File: config.mk
export PLATFORM = sky130hd
export DESIGN_NAME = unique_u64_set_table
export DESIGN_NICKNAME = d
export VERILOG_FILES = /design/src/rtl/usst_pkg.sv /design/src/rtl/unique_u64_set_table.sv /design/src/rtl/usst_ram.sv
export SDC_FILE = /design/constraint.sdc
export NUM_CORES = 2
export LEC_CHECK = 0
export ABC_AREA = 1
export ABC_CLOCK_PERIOD_IN_PS = 13100
export BUFFER_PORTS_ARGS = -buffer_cell sky130_fd_sc_hd__buf_2
export CAP_MARGIN = 20
export CORE_UTILIZATION = 55
export CTS_CLUSTER_DIAMETER = 200
export DETAILED_ROUTE_END_ITERATION = 7
export HOLD_SLACK_MARGIN = 0.1
export PLACE_DENSITY = 0.69
export SYNTH_ARGS = -nofsm -noshare
export SYNTH_HDL_FRONTEND = slang
export SYNTH_HIERARCHICAL = 1
export SYNTH_SLANG_ARGS = --single-unit
File: constraint.sdc
create_clock -name i_clk -period 13.1 [get_ports i_clk]
set_clock_uncertainty 0.15 [all_clocks]
set_input_delay 1.31 -clock i_clk [delete_from_list [all_inputs] [get_ports i_clk]]
set_output_delay 1.31 -clock i_clk [all_outputs]
set_load 0.01 [all_outputs]
File: src/rtl/usst_pkg.sv
// Package for the unique 64-bit value set table.
// Holds request/response structs, opcode and status codes, and the sequencer state type.
// No dependencies.
package usst_pkg;

    // Opcodes (any code other than insert or remove acts as a lookup)
    localparam logic [1:0] OP_INSERT = 2'd0;
    localparam logic [1:0] OP_REMOVE = 2'd1;
    localparam logic [1:0] OP_LOOKUP = 2'd2;

    // Status codes
    localparam logic [1:0] ST_OK    = 2'd0;
    localparam logic [1:0] ST_INVAL = 2'd1;
    localparam logic [1:0] ST_FULL  = 2'd2;

    typedef struct packed {
        logic [1:0]  opcode;
        logic [63:0] value;
    } t_req;

    typedef struct packed {
        logic [1:0] status;
        logic       found;
        logic [4:0] slot_index;
        logic [4:0] used_count;
    } t_rsp;

    typedef enum logic [2:0] {
        S_IDLE,
        S_SCAN,
        S_WRITE,
        S_SHR_RD,
        S_SHR_CMP,
        S_DONE
    } t_state;

endpackage

File: src/rtl/unique_u64_set_table.sv
// Top level of the unique 64-bit value set table.
// Depends on usst_pkg (types, codes) and usst_ram (slot storage).
//
// Usage:
//   Request channel (i_in_valid / o_in_ready / i_in_req) carries one insert,
//   remove or lookup of a 64-bit value. Response channel (o_out_valid /
//   i_out_ready / o_out_rsp) returns one status/found/slot/count word per request.
//   The free-slot marker is written via i_cfg_we/i_cfg_wdata by the user only while idle (unchecked).
// Timing:
//   One request at a time. Shared 64-bit comparators walk the slot RAM one
//   slot per cycle. A miss walks every slot below the mark; a hit stops at its
//   slot. A slot write follows in S_WRITE, and lowering the mark examines slots
//   one by one, each in S_SHR_RD then S_SHR_CMP. A marker request goes straight
//   to S_DONE, which loads the response; the sequencer then returns to S_IDLE.
// Reset clears the mark, the marker and the sequencer; slot contents stay, as
// only slots below the mark are ever read.
// While the receiver stalls, a response waits in the output register; the next
// request is still accepted and its result holds in the sequencer until the
// register frees.
module unique_u64_set_table
    import usst_pkg::*;
#(
    parameter int CAPACITY = 16
) (
    input  logic        i_clk,
    input  logic        i_rst_n,
    input  logic        i_in_valid,
    output logic        o_in_ready,
    input  t_req        i_in_req,
    output logic        o_out_valid,
    input  logic        i_out_ready,
    output t_rsp        o_out_rsp,
    input  logic        i_cfg_we,
    input  logic [63:0] i_cfg_wdata
);

    localparam int AW = (CAPACITY > 1) ? $clog2(CAPACITY) : 1;
    localparam int IW = $clog2(CAPACITY + 1);
    localparam logic [IW-1:0] CAP_IDX = IW'(CAPACITY);
    localparam logic [IW-1:0] ONE_IDX = IW'(1);

    // Control registers
    t_state          r_state, n_state;
    logic [IW-1:0]   r_hw, n_hw;
    logic            r_cmp_valid, n_cmp_valid;
    logic            r_out_valid, n_out_valid;
    logic [63:0]     r_empty;

    // Payload registers
    logic [1:0]      r_op, n_op;
    logic [63:0]     r_val, n_val;
    logic [IW-1:0]   r_rd_idx, n_rd_idx;
    logic [IW-1:0]   r_cmp_idx, n_cmp_idx;
    logic [IW-1:0]   r_avail, n_avail;
    logic [1:0]      r_status, n_status;
    logic            r_found, n_found;
    logic [IW-1:0]   r_slot, n_slot;
    t_rsp            r_out, n_out;

    // RAM port signals
    logic            ram_we;
    logic [AW-1:0]   ram_waddr;
    logic [63:0]     ram_wdata;
    logic [AW-1:0]   ram_raddr;
    logic [63:0]     ram_rdata;

    logic            is_insert;
    logic            is_remove;
    logic            in_is_marker;
    logic            rd_is_hit;
    logic            rd_is_free;
    logic            issue;
    logic [IW-1:0]   hw_dec;

    usst_ram #(
        .WIDTH (64),
        .DEPTH (CAPACITY)
    ) u_slots (
        .i_clk   (i_clk),
        .i_we    (ram_we),
        .i_waddr (ram_waddr),
        .i_wdata (ram_wdata),
        .i_raddr (ram_raddr),
        .o_rdata (ram_rdata)
    );

    // Shared comparators on the RAM read data
    assign rd_is_hit  = (ram_rdata == r_val);
    assign rd_is_free = (ram_rdata == r_empty);
    assign is_insert  = (r_op == OP_INSERT);
    assign is_remove  = (r_op == OP_REMOVE);
    assign in_is_marker = (i_in_req.value == r_empty);
    assign issue      = (r_rd_idx < r_hw);
    assign hw_dec     = r_hw - ONE_IDX;

    // Read address: walk pointer while scanning, top slot while shrinking
    always_comb begin
        if (r_state == S_SHR_RD) begin
            ram_raddr = hw_dec[AW-1:0];
        end else begin
            ram_raddr = r_rd_idx[AW-1:0];
        end
    end

    assign ram_waddr = r_slot[AW-1:0];
    assign ram_wdata = is_insert ? r_val : r_empty;
    assign ram_we    = (r_state == S_WRITE);

    assign o_in_ready  = (r_state == S_IDLE);
    assign o_out_valid = r_out_valid;
    assign o_out_rsp   = r_out;

    // Sequencer: next state and datapath updates
    always_comb begin
        n_state     = r_state;
        n_hw        = r_hw;
        n_cmp_valid = r_cmp_valid;
        n_op        = r_op;
        n_val       = r_val;
        n_rd_idx    = r_rd_idx;
        n_cmp_idx   = r_cmp_idx;
        n_avail     = r_avail;
        n_status    = r_status;
        n_found     = r_found;
        n_slot      = r_slot;
        n_out       = r_out;
        n_out_valid = r_out_valid;

        // Drop the response once taken
        if (r_out_valid && i_out_ready) begin
            n_out_valid = 1'b0;
        end

        unique case (r_state)
            S_IDLE: begin
                if (i_in_valid) begin
                    n_op        = i_in_req.opcode;
                    n_val       = i_in_req.value;
                    n_rd_idx    = '0;
                    n_cmp_valid = 1'b0;
                    n_avail     = r_hw;
                    n_status    = ST_OK;
                    n_found     = 1'b0;
                    n_slot      = CAP_IDX;
                    if (in_is_marker) begin
                        // Marker is never stored: reject insert, report absent otherwise
                        if (i_in_req.opcode == OP_INSERT) begin
                            n_status = ST_INVAL;
                        end
                        n_state = S_DONE;
                    end else begin
                        n_state = S_SCAN;
                    end
                end
            end

            S_SCAN: begin
                if (r_cmp_valid && rd_is_hit) begin
                    // Stop at the first match
                    n_found     = 1'b1;
                    n_slot      = r_cmp_idx;
                    n_cmp_valid = 1'b0;
                    n_state     = is_remove ? S_WRITE : S_DONE;
                end else begin
                    // Track the lowest free slot
                    if (r_cmp_valid && rd_is_free && (r_avail == r_hw)) begin
                        n_avail = r_cmp_idx;
                    end
                    if (issue) begin
                        n_rd_idx    = r_rd_idx + ONE_IDX;
                        n_cmp_valid = 1'b1;
                        n_cmp_idx   = r_rd_idx;
                    end else begin
                        n_cmp_valid = 1'b0;
                        if (!r_cmp_valid) begin
                            // Walk finished without a match
                            if (is_insert) begin
                                if (r_avail < CAP_IDX) begin
                                    n_slot  = r_avail;
                                    n_state = S_WRITE;
                                end else begin
                                    n_status = ST_FULL;
                                    n_state  = S_DONE;
                                end
                            end else begin
                                n_state = S_DONE;
                            end
                        end
                    end
                end
            end

            S_WRITE: begin
                n_state = S_DONE;
                if (is_insert) begin
                    if (r_slot == r_hw) begin
                        n_hw = r_hw + ONE_IDX;
                    end
                end else if ((r_slot + ONE_IDX) == r_hw) begin
                    // Top slot freed: lower the mark and trim trailing free slots
                    n_hw = r_slot;
                    if (r_slot != '0) begin
                        n_state = S_SHR_RD;
                    end
                end
            end

            S_SHR_RD: begin
                n_state = S_SHR_CMP;
            end

            S_SHR_CMP: begin
                if (rd_is_free) begin
                    n_hw    = hw_dec;
                    n_state = (hw_dec != '0) ? S_SHR_RD : S_DONE;
                end else begin
                    n_state = S_DONE;
                end
            end

            S_DONE: begin
                // Hold until the output register is free
                if (!r_out_valid || i_out_ready) begin
                    n_out.status     = r_status;
                    n_out.found      = r_found;
                    n_out.slot_index = 5'(r_slot);
                    n_out.used_count = 5'(r_hw);
                    n_out_valid      = 1'b1;
                    n_state          = S_IDLE;
                end
            end

            default: begin
                n_state = S_IDLE;
            end
        endcase
    end

    // Control registers
    always_ff @(posedge i_clk) begin
        if (!i_rst_n) begin
            r_state     <= S_IDLE;
            r_hw        <= '0;
            r_cmp_valid <= 1'b0;
            r_out_valid <= 1'b0;
            r_empty     <= '0;
        end else begin
            r_state     <= n_state;
            r_hw        <= n_hw;
            r_cmp_valid <= n_cmp_valid;
            r_out_valid <= n_out_valid;
            if (i_cfg_we) begin
                r_empty <= i_cfg_wdata;
            end
        end
    end

    // Payload registers
    always_ff @(posedge i_clk) begin
        r_op      <= n_op;
        r_val     <= n_val;
        r_rd_idx  <= n_rd_idx;
        r_cmp_idx <= n_cmp_idx;
        r_avail   <= n_avail;
        r_status  <= n_status;
        r_found   <= n_found;
        r_slot    <= n_slot;
        r_out     <= n_out;
    end

endmodule

File: src/rtl/usst_ram.sv
// Generic simple dual-port RAM: one write port, one read port with registered data.
// No dependencies.
module usst_ram #(
    parameter int WIDTH = 64,
    parameter int DEPTH = 16
) (
    input  logic                                   i_clk,
    input  logic                                   i_we,
    input  logic [(DEPTH > 1 ? $clog2(DEPTH) : 1)-1:0] i_waddr,
    input  logic [WIDTH-1:0]                       i_wdata,
    input  logic [(DEPTH > 1 ? $clog2(DEPTH) : 1)-1:0] i_raddr,
    output logic [WIDTH-1:0]                       o_rdata
);

    logic [WIDTH-1:0] r_mem [DEPTH];
    logic [WIDTH-1:0] r_rdata;

    // Write and registered read
    always_ff @(posedge i_clk) begin
        if (i_we) begin
            r_mem[i_waddr] <= i_wdata;
        end
        r_rdata <= r_mem[i_raddr];
    end

    assign o_rdata = r_rdata;

endmodule
-- After elaboration in Yosys (flattened, before gate mapping)
Memory sizes are Yosys's and may differ from the RTL's. A register that Yosys moved wholly into a read port is not among the register bits.
Cells that the tools add are included.
- bits of input ports: 135
- register bits: 176
- output and inout bits: 15
- bits in writable memories: 1024
- memories: 1
- logic and storage cells: 135
- memories (name ; depth ; bits a word ; rd ports ; clocked after memory_dff ; write ports ; line ; RTL):
    u_slots.r_mem ; 16 ; 64 ; 1 ; 1 ; 1 ; usst_ram.sv:15 ; logic [WIDTH-1:0] r_mem [DEPTH];
- reduce and logical (&&, ||, !) cells: 24
- $add $sub $neg: 4
- mux-type cells: 57
- $lt $le $gt $ge: 2
- equal/unequal tests: 29
- bitwise gates (word level): 1
- operator list (cell ; count):
    $eq A64 B64 Y1 ; 3
    $mux W5 ; 16
    $mux W64 ; 1
    $mux W3 ; 14
    $pmux W5 S2 ; 4
    $ne A2 B2 Y1 const B ; 11
    $pmux W3 S6 ; 1
    $reduce_and A4 Y1 ; 4
    $add A5 B1 Y5 const B ; 3
    $eq A5 B5 Y1 ; 3
    $mux W2 ; 6
    $ne A3 B3 Y1 const B ; 4
    $mux W1 ; 11
    $reduce_bool A5 Y1 ; 2
    $reduce_and A7 Y1 ; 1
    $eq A3 B2 Y1 const B ; 2
    $eq A3 B3 Y1 const B ; 2
    $reduce_and A2 Y1 ; 3
    $reduce_and A3 Y1 ; 2
    $reduce_and A6 Y1 ; 1
    $lt A5 B5 Y1 ; 1
    $lt A5 B5 Y1 const B ; 1
    $sub A5 B1 Y5 const B ; 1
    $logic_and A1 B1 Y1 ; 4
    13 further kinds ; 16

-- Logic depth before layout (Yosys ltp)
- word-level depth: 7
- depth in mapped cells: 15
- depth with buffers taken out: 14

-- Modules after synthesis
Netlist, hierarchy kept.
- by module, submodules not included (module ; sequential area each (µm²) ; instances ; area each (µm²) ; cells each):
    usst_ram ; 32030.7 ; 1 ; 45285.9 ; 4210
    unique_u64_set_table ; 4544.4 ; 1 ; 10075.9 ; 1288

-- Least setup slack after synthesis
Ideal clock, no wire load.
- path type: input-to-reg
- from: in i_in_valid
- to: reg r_rd_idx[0] (enable)
- setup slack: 7.738 ns
- path buffers: 0
- cell stages on the path: 4
- arrival time: 4.857 ns
- cell sequence: inv_1 nor2_1 nor2_1 a21oi_1
- word-level cells in the longest chain between the ends: 2
- RTL lines (item ; line ; RTL):
    from (decl) ; unique_u64_set_table.sv:27 ; input logic i_in_valid,
    $ne A2 B2 Y1 (no source line) ; - ;
    $reduce_and A4 Y1 (no source line) ; - ;
    to (signal assigned) ; unique_u64_set_table.sv:262 ; r_rd_idx <= n_rd_idx;
    to (decl) ; unique_u64_set_table.sv:52 ; logic [IW-1:0] r_rd_idx, n_rd_idx;
Every way passes these cells.
A chain may end at the register's enable or synchronous reset.

-- Worst setup path after layout
- from: reg r_hw[0]
- to: reg u_slots.r_rdata[8], in the netlist u_slots/o_rdata[8], read port of u_slots.r_mem
- word-level cells in the longest chain between the ends: 2
- RTL lines (item ; line ; RTL):
    from (decl) ; unique_u64_set_table.sv:44 ; logic [IW-1:0] r_hw, n_hw;
    from (signal assigned) ; unique_u64_set_table.sv:249 ; r_hw <= n_hw;
    $sub A5 B1 Y5 ; unique_u64_set_table.sv:94 ; assign hw_dec = r_hw - ONE_IDX;
    $mux W4 ; unique_u64_set_table.sv:98 ; if (r_state == S_SHR_RD) begin
    named net ram_raddr[1] ; unique_u64_set_table.sv:64 ; logic [AW-1:0] ram_raddr;
    to (decl) ; usst_ram.sv:16 ; logic [WIDTH-1:0] r_rdata;
The timed path passes the listed nets, and every way through them passes these cells.

==> impl_metrics.xml <==
<?xml version="1.0" encoding="UTF-8"?>
<metrics>
  <group name="outcome">
    <metric name="run_status" unit="">complete, no violations</metric>
  </group>
  <group name="clocking">
    <metric name="clkSlewWorstSetupHoldPaths" unit="ns">0.06</metric>
    <metric name="cts_hold_buffers" unit="">0</metric>
    <metric name="cts.htree.levels" unit="">4</metric>
    <metric name="cts.path.max_buffers" unit="">3</metric>
    <metric name="tritoncts" unit="">yes</metric>
    <metric name="worst_skew_pair.late_latency" unit="ns">0.73</metric>
    <metric name="clock_sink_count" unit="">1264</metric>
    <metric name="numCtsBuffers" unit="">131</metric>
    <metric name="ctsRootBufferMaster" unit="">sky130_fd_sc_hd__clkbuf_16</metric>
    <metric name="post_cts_resize_count" unit="">0</metric>
    <metric name="cts.repair_timing.setup_buffer_count" unit="">0</metric>
  </group>
  <group name="power_and_ir_drop">
    <metric name="p_clk_share" unit="%">29.9</metric>
    <metric name="seq_power_share" unit="%">40.5</metric>
    <metric name="max-vdd-ir-drop" unit="uV">209</metric>
    <metric name="powerDensity" unit="nW/um^2">203</metric>
    <metric name="share_comb_of_total_power" unit="%">29.6</metric>
    <metric name="internal_power" unit="uW">8110</metric>
    <metric name="p_sw" unit="uW">4400</metric>
    <metric name="leakagePower" unit="uW">0.0263</metric>
    <metric name="switching_share" unit="%">35.2</metric>
  </group>
  <group name="finish">
    <metric name="nets" unit="">5780</metric>
    <metric name="seq_area" unit="sq um">36600</metric>
    <metric name="multi_input_area" unit="sq um">14100</metric>
    <metric name="post_route_cells_drive_above_1_share" unit="%">8.57</metric>
    <metric name="flow.area_growth_from_synthesis" unit="%">11.3</metric>
    <metric name="n_fill_cell" unit="">7921</metric>
    <metric name="finalInstanceArea" unit="sq um">61600</metric>
  </group>
  <group name="setup_path">
    <metric name="worst_r2r_path_depth" unit="">11</metric>
    <metric name="timing_worst_setup_path_type" unit="">reg -&gt; reg</metric>
    <metric name="r2r_start" unit="">r_hw[0]</metric>
    <metric name="critical_path.endpoint_type" unit="">flop</metric>
    <metric name="worstSetupStartpointType" unit="">flop</metric>
    <metric name="critical_path.startpoint" unit="">r_hw[0]</metric>
    <metric name="critPathRequiredTime" unit="ns">13.60</metric>
    <metric name="critPathArrivalTime" unit="ns">5.58</metric>
    <metric name="timing.critical_path.fanout_max" unit="">125</metric>
  </group>
  <group name="drt">
    <metric name="drt-wirelength-per-cell" unit="um">20.5</metric>
    <metric name="drt_iter0_drc" unit="">4778</metric>
    <metric name="via_count" unit="">38400</metric>
    <metric name="antenna_left" unit="">0</metric>
    <metric name="vias_per_cell" unit="">5.46</metric>
    <metric name="drc" unit="">0</metric>
    <metric name="drt_pre_antenna_iters" unit="">6</metric>
    <metric name="wl" unit="um">144000</metric>
  </group>
  <group name="global_route">
    <metric name="grt_total_usage" unit="%">28.4</metric>
    <metric name="grt_first_pass_wirelength" unit="um">218000</metric>
    <metric name="antenna_violations_before_repair" unit="">6</metric>
    <metric name="grt_util_met1" unit="%">39.8</metric>
    <metric name="global_route.peak_usage_layer" unit="">met2</metric>
    <metric name="globalRouteMet3Util" unit="%">4.57</metric>
    <metric name="use_met2" unit="%">44.9</metric>
    <metric name="pin_count_of_the_biggest_net_entering_global_routing" unit="">252</metric>
    <metric name="grt-ovfl-total" unit="">0</metric>
    <metric name="grt_pass1_vias" unit="">36500</metric>
  </group>
  <group name="timing">
    <metric name="slew_at_the_pin_closest_to_its_max_slew_limit" unit="ns">1.12</metric>
    <metric name="rsz_0062_raised_after_global_routing" unit="">no</metric>
    <metric name="worst_slew_margin_rel" unit="%">25.1</metric>
    <metric name="final.period_utilization" unit="%">38.7</metric>
    <metric name="final.min_clock_period" unit="ns">5.07</metric>
    <metric name="finalHoldViolCount" unit="">0</metric>
    <metric name="setup_viol" unit="">0</metric>
    <metric name="min_hold_slack" unit="ns">0.269</metric>
    <metric name="final.setup.tns" unit="ns">0</metric>
    <metric name="report.final.slew_viol_count" unit="">0</metric>
    <metric name="max_freq" unit="MHz">197</metric>
  </group>
  <group name="synth">
    <metric name="synthDominantAreaCellType" unit="">sky130_fd_sc_hd__edfxtp_1</metric>
    <metric name="post_synth_most_frequent_cells" unit="">1661 x sky130_fd_sc_hd__nand2_1, 1126 x sky130_fd_sc_hd__edfxtp_1, 891 x sky130_fd_sc_hd__inv_1</metric>
    <metric name="fraction_of_synthesized_cell_area_in_xor_and_xnor_cells" unit="%">2.52</metric>
    <metric name="yosysMostFrequentCell" unit="">sky130_fd_sc_hd__nand2_1</metric>
    <metric name="top_cells_by_area_synth" unit="">sky130_fd_sc_hd__edfxtp_1 61%, sky130_fd_sc_hd__nand2_1 11%, sky130_fd_sc_hd__nand3_1 7.1%</metric>
    <metric name="yosys.cell_types.count" unit="">42</metric>
    <metric name="synth.cell_area" unit="sq um">55400</metric>
    <metric name="synth_warnings" unit="">6</metric>
    <metric name="synth_mux_area_share" unit="%">0</metric>
    <metric name="number_of_enable_type_register_cells_in_the_synthesized_netlist" unit="">1126</metric>
    <metric name="netlist.area_leader.share" unit="%">61.1</metric>
    <metric name="share_of_synthesized_flip_flops_with_an_asynchronous_set_or_reset" unit="%">0</metric>
    <metric name="ys_seq_area_share" unit="%">66.1</metric>
    <metric name="synthesis.nets" unit="">5643</metric>
    <metric name="synth_adder_area_share" unit="%">0.226</metric>
    <metric name="synthesis.instances" unit="">5498</metric>
    <metric name="synthFlopType" unit="">sky130_fd_sc_hd__edfxtp_1</metric>
    <metric name="yosys_register_bits" unit="">1264</metric>
    <metric name="synth_top_family_by_area" unit="">simple AND/OR/NAND/NOR gates</metric>
    <metric name="synth_compound_area_share" unit="%">1.65</metric>
    <metric name="synthSimpleGateAreaFrac" unit="%">20.7</metric>
    <metric name="synth_area_per_cell" unit="sq um">10.1</metric>
  </group>
  <group name="floorplan">
    <metric name="die_width" unit="um">319</metric>
    <metric name="core" unit="sq um">99900</metric>
    <metric name="initial_utilization" unit="%">55.4</metric>
    <metric name="die_h" unit="um">319</metric>
    <metric name="core.rowCount" unit="">116</metric>
    <metric name="num_io_pins" unit="">150</metric>
    <metric name="dieArea" unit="sq um">102000</metric>
  </group>
  <group name="worst_hold_path">
    <metric name="min-delay-path-class" unit="">reg -&gt; reg</metric>
    <metric name="startpoint_of_the_most_critical_hold_path" unit="">r_found</metric>
    <metric name="whs_path_depth" unit="">0</metric>
  </group>
  <group name="placement">
    <metric name="dp_hpwl" unit="um">75900</metric>
    <metric name="placed_area" unit="sq um">57200</metric>
    <metric name="port_buffers" unit="">149</metric>
    <metric name="gp_congestion" unit="">0.829</metric>
  </group>
  <group name="job">
    <metric name="drv_cap" unit="">0</metric>
  </group>
</metrics>
[metal layers]
layer	share of wire, %	up-vias
li1	-	18000
met5	0.028	-
met4	3.4	8
met2	46	1836
met3	9.6	312
met1	41	18300
[cells by family (layout without fill, tap and decap cells)]
family | count (synthesis) | in the layout
AOI/OAI and AO/OA | 176 | 176
xor gates and xnor gates | 159 | 159
adders and majority gates | 10 | 10
buffers and inverters | 1153 | 1397
DFF | 1264 | 1264
other | 0 | 1
and+or+nand+nor | 2736 | 2736
[cells in the final DEF (no fill, tap or decap), drive strengths merged, types with 2 or more instances in the layout]
master    Yosys  final
bufinv        0     13
dfxtp       138    138
nor2        239    239
a211oi        3      3
clkinvlp      0      5
clkinv        3     47
buf         196    255
nand2      1664   1664
clkbuf       55    171
a31oi         2      2
o21ai       136    136
ha           10     10
nand4        34     34
nor3          6      6
xnor2       121    121
inv         899    906
o2111ai       2      2
xor2         38     38
or2           3      3
nand3b        3      3
a21oi        28     28
edfxtp     1126   1126
nand3       786    786
[worst paths after layout]
kind	end	slack, ns
min reg2reg	o_out_rsp[10]	0.27
min	o_out_rsp[10]	0.27
max	u_slots/o_rdata[8]	8.03
max reg2reg	u_slots/o_rdata[8]	8.03
[stage by stage]
step	instances	power, uW	utilization, %	worst slack (ns)
finish	7041	12500	61.7	8.03
global route	7040	13100	61.7	7.81
CTS	7035	12500	61.6	8.07
detailed placement	6795	8770	57.3	8.08
global placement	6792	8700	57.3	8.24
floorplan	5498	7820	-	7.74
[worst max-delay path, cell delays in order (launching register included)]
cell and delay, ns:
sky130_fd_sc_hd__dfxtp_1 0.51, sky130_fd_sc_hd__clkinv_1 0.32, sky130_fd_sc_hd__ha_1 0.45, sky130_fd_sc_hd__o21ai_4 0.09, sky130_fd_sc_hd__buf_12 0.27, sky130_fd_sc_hd__inv_8 0.71, sky130_fd_sc_hd__buf_4 0.83, sky130_fd_sc_hd__buf_4 0.93
sky130_fd_sc_hd__nand3_1 0.18, sky130_fd_sc_hd__nand3_1 0.13, sky130_fd_sc_hd__nand3_1 0.08, sky130_fd_sc_hd__nand2_1 0.10
[registers in the layout, indices dropped and copies added (netlist names)]
register and count:
r_found 1, r_cmp_valid 1, u_slots/r_mem 1024, r_state 3
o_out_rsp 13, r_rd_idx 5, r_hw 5, r_slot 5
r_avail 5, r_status 2, r_val 64, u_slots/o_rdata 64
r_cmp_idx 5, o_out_valid 1, r_empty 64, r_op 2
[final cells by class]
| type | count | area share, % |
|---|---|---|
| Sequential cell | 1264 | 59.4 |
| Clock buffer | 171 | 5.80 |
| Timing Repair Buffer | 255 | 2.65 |
| Clock inverter | 69 | 1.20 |
| Antenna cell | 1 | 0.00406 |
| Inverter | 902 | 5.55 |
| Multi-Input combinational cell | 3081 | 22.8 |
| Tap cell | 1298 | 2.64 |
[power by group through the flow]
stage | Combinational (uW) | Clock (uW) | Sequential, uW
2_1_floorplan | 2760 | 0 | 5060
3_3_place_gp | 3560 | 0 | 5140
3_5_place_dp | 3620 | 0 | 5150
4_1_cts | 3640 | 3780 | 5070
5_1_grt | 4090 | 3930 | 5090
6_report | 3700 | 3740 | 5070
(Power assumes the default switching activity.)
